==> src/hdl/cbdr_pkg.sv <==
// Package for the text cell buffer with dirty rectangle.
// Holds the command codes, sequencer states and walker control types.
// Depends on nothing; used by the walker and the top level.
`timescale 1ns / 1ps

package cbdr_pkg;

  // Coordinate widths of the dirty rectangle and the cell walker
  localparam int COL_W = 7;
  localparam int ROW_W = 5;

  // Character written into the blank row of a scroll
  localparam logic [7:0] BLANK_CHAR = 8'h20;

  // Command codes carried by kind
  typedef enum logic [2:0] {
    K_SET       = 3'd0,
    K_GET       = 3'd1,
    K_FILL      = 3'd2,
    K_SCROLL    = 3'd3,
    K_FLUSH     = 3'd4,
    K_READ_DISP = 3'd5
  } kind_t;

  // Sequencer states
  typedef enum logic [3:0] {
    ST_INIT,
    ST_CLEAR,
    ST_IDLE,
    ST_CMD,
    ST_READ,
    ST_FILL,
    ST_COPY,
    ST_DRAIN,
    ST_BLANK
  } state_t;

  // Sequencer to walker
  typedef struct packed {
    logic load;
    logic adv;
  } walk_ctl_t;

  // Walker to sequencer
  typedef struct packed {
    logic last;
  } walk_sts_t;

endpackage

==> src/hdl/cbdr_walk.sv <==
// Rectangle walker: steps column by column, row by row over a cell rectangle
// and forms the linear cell address with one shared adder. Uses cbdr_pkg.
`timescale 1ns / 1ps

module cbdr_walk #(
  parameter int COLUMNS = 80,
  parameter int ROWS    = 25
) (
  input  logic                            clk,
  input  cbdr_pkg::walk_ctl_t             ctl,
  input  logic [cbdr_pkg::COL_W-1:0]      x_lo,
  input  logic [cbdr_pkg::COL_W-1:0]      x_hi,
  input  logic [cbdr_pkg::ROW_W-1:0]      y_lo,
  input  logic [cbdr_pkg::ROW_W-1:0]      y_hi,
  output logic [$clog2(COLUMNS*ROWS)-1:0] addr,
  output cbdr_pkg::walk_sts_t             sts
);

  localparam int AW = $clog2(COLUMNS * ROWS);
  localparam int CW = cbdr_pkg::COL_W;
  localparam int RW = cbdr_pkg::ROW_W;
  localparam logic [AW-1:0] COLS_A = AW'(COLUMNS);

  logic [CW-1:0] x;
  logic [CW-1:0] xl;
  logic [CW-1:0] xr;
  logic [RW-1:0] y;
  logic [RW-1:0] yb;
  logic [AW-1:0] row_base;

  // Shared address adder
  assign addr     = row_base + AW'(x);
  assign sts.last = (x == xr) && (y == yb);

  // Load bounds, or advance one cell and wrap to the next row
  always_ff @(posedge clk) begin
    if (ctl.load) begin
      x        <= x_lo;
      xl       <= x_lo;
      xr       <= x_hi;
      y        <= y_lo;
      yb       <= y_hi;
      row_base <= AW'(AW'(y_lo) * COLS_A);
    end else if (ctl.adv) begin
      if (x == xr) begin
        x        <= xl;
        y        <= y + RW'(1);
        row_base <= row_base + COLS_A;
      end else begin
        x <= x + CW'(1);
      end
    end
  end

endmodule
==> config.mk <==
export PLATFORM = sky130hd
export DESIGN_NAME = cbdr_walk
export DESIGN_NICKNAME = d
export VERILOG_FILES = /design/src/hdl/cbdr_pkg.sv /design/src/hdl/cbdr_walk.sv
export SDC_FILE = /design/constraint.sdc
export NUM_CORES = 1
export LEC_CHECK = 0
export BUFFER_PORTS_ARGS = -buffer_cell sky130_fd_sc_hd__buf_2
export CAP_MARGIN = 0
export CORE_ASPECT_RATIO = 1.4
export CORE_MARGIN = 2
export CORE_UTILIZATION = 50
export DETAILED_ROUTE_END_ITERATION = 12
export GPL_TIMING_DRIVEN = 0
export PLACE_DENSITY = 0.85
export SYNTH_ARGS = -nofsm -noshare
export SYNTH_HDL_FRONTEND = slang
export SYNTH_SLANG_ARGS = --single-unit
==> constraint.sdc <==
create_clock -name clk -period 1.75 [get_ports clk]
set_input_delay 0.35 -clock clk [delete_from_list [all_inputs] [get_ports clk]]
set_output_delay 0.35 -clock clk [all_outputs]
set_load 0.01 [all_outputs]
=== Word level (Yosys, flattened, before mapping) ===
Cells that the tools add are included.

* Register bits after elaboration: 42
* Input port bits: 27
* Output and inout bits: 12
* Word-level logic and storage cells: 28

* Add/subtract/negate cells: 4
* Multipliers: 1
* Equality and inequality tests: 2
* Multiplexer cells: 9
* Reductions and logical operators: 5

{| class="wikitable"
|+ Operators with widths
! kind !! number
|-
| 11-bit two-way mux || 3
|-
| 7-bit two-way mux || 3
|-
| 5-bit two-way mux || 3
|-
| 11-bit by 7-bit adder with 11-bit output || 1
|-
| 11-bit by 7-bit adder with 11-bit output, second input constant || 1
|-
| 7-bit by 1-bit adder with 7-bit output, second input constant || 1
|-
| 7-bit == test || 1
|-
| 5-bit by 3-bit multiplier with 7-bit output, second input constant || 1
|-
| 5-bit by 1-bit adder with 5-bit output, second input constant || 1
|-
| 5-bit == test || 1
|-
| 2-bit AND reduction || 2
|-
| 2-bit nonzero test || 2
|-
| 1-bit logical AND || 1
|}

=== Longest topological paths before layout ===
* Depth after elaboration: 4
* Gate-level depth with buffers: 7
* Mapped depth without buffers: 7

=== Least setup slack after synthesis ===
OpenSTA, ideal clock, no wires.

* Kind: reg2out
* Start point: register x[4]
* End point: output port addr[10]
* Arrival: 1.652 ns
* Data required time: 1.400 ns
* Setup slack: -0.252 ns
* Cell stages (with the launch flop): 8
* Buffers on the path: 0
* Cell sequence: edfxtp_1 > ha_1 > inv_1 > fa_1 > nor2b_1 > o21ai_0 > nor2_1 > xor2_1

* Cells in the longest elaborated chain, start to end: 1

{| class="wikitable"
|+ Ends and longest elaborated chain
! item !! RTL line !! text
|-
| start: declaration || cbdr_walk.sv:24 || <nowiki>logic [CW-1:0] x;</nowiki>
|-
| start signal: assignment || cbdr_walk.sv:38 || <nowiki>x <= x_lo;</nowiki>
|-
| start signal: assignment || cbdr_walk.sv:46 || <nowiki>x <= xl;</nowiki>
|-
| start signal: assignment || cbdr_walk.sv:50 || <nowiki>x <= x + CW'(1);</nowiki>
|-
| 11-bit by 7-bit adder with 11-bit output || cbdr_walk.sv:32 || <nowiki>assign addr = row_base + AW'(x);</nowiki>
|-
| end: declaration || cbdr_walk.sv:15 || <nowiki>output logic [$clog2(COLUMNS*ROWS)-1:0] addr,</nowiki>
|}

Every way passes these cells.

=== Worst setup path after layout ===
Ends and elaborated chain as after synthesis.

==> flow_summary.yaml <==
sta:
  fin_ws_ns: -0.510
  setup_viol: 9
  worst_pin_slew_ns: 0.442
  final_max_slew_viol_count: 0
  layout_min_cycle_time_ns: 2.26
  max_freq_ghz: 0.442
  fin_tns_setup_ns: -2.57
  fin_skew_ns: 0.00820
  rsz0062_at_grt: "true"
  slew_headroom: 0.705
  final-hold-violation-count: 0
  min_period_over_period: 1.29
worst_setup_path:
  critPathTopFamily: "adder cells"
  end_kind: "primary output"
  r2r_cells: 6
  max_stage_delay_ns: 0.40
  critPathArrivalTime_ns: 1.91
  critPathMaxFanout: 2
  path_cells: "ha_2 -> inv_2 -> fa_2 -> nor2b_2 -> o21ai_2 -> nor2_1 -> xor2_1 -> buf_2"
  worst-endpoint-required_ns: 1.40
  crit_slowest_cell: "edfxtp_1"
  crit_cells: 8
  critPathBufInv: 2
  ff2ff_setup_slack_ns: -0.05
  start_kind: "register"
  critPathKind: "reg -> out"
final_layout:
  drive_above_1_share: 0.425
  syn2layout_area_growth_pct: 32.7
  fin_util: 0.696
  final_common_cell: "buf_2"
  nNetsFinal: 287
  diodes: 0
  layout_common_cells: "buf_2, edfxtp_1, buf_4"
  stdcell_count: 307
synthesis:
  ys_types: 31
  ys.flop_type: "edfxtp_1"
  postSynthCellCount: 182
  async_reset_ff_frac: 0
  synth.avg_cell_area_um2: 12.2
  syn_area_um2: 2220
  ys_ff_latch: 38
  synth_edf_count: 38
  seq_area_frac_synth: 0.513
  syn-num-nets: 223
  synth_warnings: 0
detailed_routing:
  wire_per_inst_um: 16.5
  routed_via_density: 5.25
  drc: 0
  wirelength_mm: 5.07
  vias: 1612
  drt_first_pass_iters: 4
  drt-initial-drc-count: 76
  detail-route-antenna-nets: 0
floorplanning:
  row_count: 28
  die_w_um: 60.4
  ios: 39
  start_util: 0.525
  core-area_um2: 4240
  fp.dieH_um: 82.9
  dieArea_um2: 5010
placed_design:
  hpwlAfterDp_mm: 2.98
  dp.cells: 280
  finalWeightedCongestion: 0.781
  port_buffers: 38
clock_network:
  cts_sinks: 38
  cts-htree-levels: 2
  tritoncts: "built"
  root_buffer: "clkbuf_8"
  cts_buffers: 5
  clkTransAtPathRegs_ns: 0.08
  cts_hold_buf: 0
  clk_path_buf_depth: 2
  clock_latency_ns: 0.30
global_route:
  grt.total_usage: 0.210
  grt_max_degree: 21
  grt.overflow.total: 0
  antenna_found_initial: 0
  grt_pass1_vias: 1622
  grt_pass1_wl_mm: 7.78
pwr:
  power.total_mw: 2.86
  leakagePower_nw: 1.22
  max-vdd-ir-drop_mv: 0.538
  p_per_area_nw_per_um2: 968
status:
  status: "finished, violations left"
  violations: "negative setup slack"
min_path:
  hold_path_depth: 1
  hp-class: "in -> reg"
run:
  cap_violations: 0
-- metrics by stage --
stage | hold WS (ns) | worst slack (ns) | instance area, um^2
after floorplan | 0.449 | -0.170 | 2230
after global placement | 0.527 | -0.564 | 2500
after detailed placement | 0.528 | -0.617 | 2500
after CTS | 0.219 | -0.500 | 2870
after global routing | 0.215 | -0.636 | 2950
final | 0.222 | -0.510 | 2950
-- logic make-up (layout without fill, tap and decap cells) --
kind of cell / after synthesis / in the layout / share of synthesized area
xor+xnor: 30 / 30 / 0.135
compound gates: 40 / 41 / 0.130
flops: 38 / 38 / 0.513
buf+inv: 21 / 85 / 0.0427
fa+ha+maj: 14 / 14 / 0.0855
simple gates: 39 / 39 / 0.0939
-- routing by layer --
layer	track usage	part of all wire
met1	0.257	0.39
met2	0.352	0.54
met3	0.0374	0.045
met4	0.0869	0.022
met5	0	0
-- sequential cells by signal, indices dropped and copies added (netlist names) --
register  cells
y             5
yb            5
row_base      7
xl            7
x             7
xr            7
-- final timing paths --
path	startpoint	endpoint
max	x[4]	addr[10]
min	x_hi[1]	xr[1]
max reg2reg	x[4]	x[1]
min reg2reg	xl[2]	x[2]
-- final cells by class --
cell class	instances	area, um^2
Multi-Input combinational cell	124	1170
Buffer	8	48.8
Tap cell	60	75.1
Clock inverter	3	68.8
Fill cell	301	1290
Sequential cell	38	1140
Inverter	13	48.8
Timing Repair Buffer	56	333
Clock buffer	5	68.8
-- synthesized netlist by cell type, types with 2 or more instances --
cell | number | area, um^2
a2111oi_2 | 2 | 30.0
a21o_1 | 3 | 22.5
a21oi_1 | 10 | 50.1
a221oi_2 | 3 | 45.0
buf_4 | 4 | 30.0
clkbuf_1 | 3 | 11.3
edfxtp_1 | 38 | 1140
fa_1 | 2 | 40.0
ha_1 | 12 | 150
inv_1 | 13 | 48.8
nand2_1 | 14 | 52.6
nand3_1 | 5 | 25.0
nor2_1 | 9 | 33.8
nor2b_1 | 2 | 12.5
nor3_1 | 3 | 15.0
o211a_1 | 2 | 20.0
o21a_1 | 2 | 15.0
o21ai_0 | 13 | 65.1
o31ai_1 | 3 | 22.5
xnor2_1 | 14 | 123
xnor2_2 | 5 | 81.3
xor2_1 | 11 | 96.3
-- what timing repair did --
action	in CTS	in global routing
gates resized for setup	19	9
hold endpoints to repair	0	0
pin swaps	10	5
endpoints found under the setup margin	21	23
buffers inserted	15	4
gates cloned	0	1
-- power breakdown --
part | switching [mW] | internal, mW | total [mW]
registers | 0.0896 | 1.11 | 1.20
logic | 0.380 | 0.379 | 0.758
clock network | 0.326 | 0.571 | 0.897
Note: power is estimated with default switching activity, not from simulation.
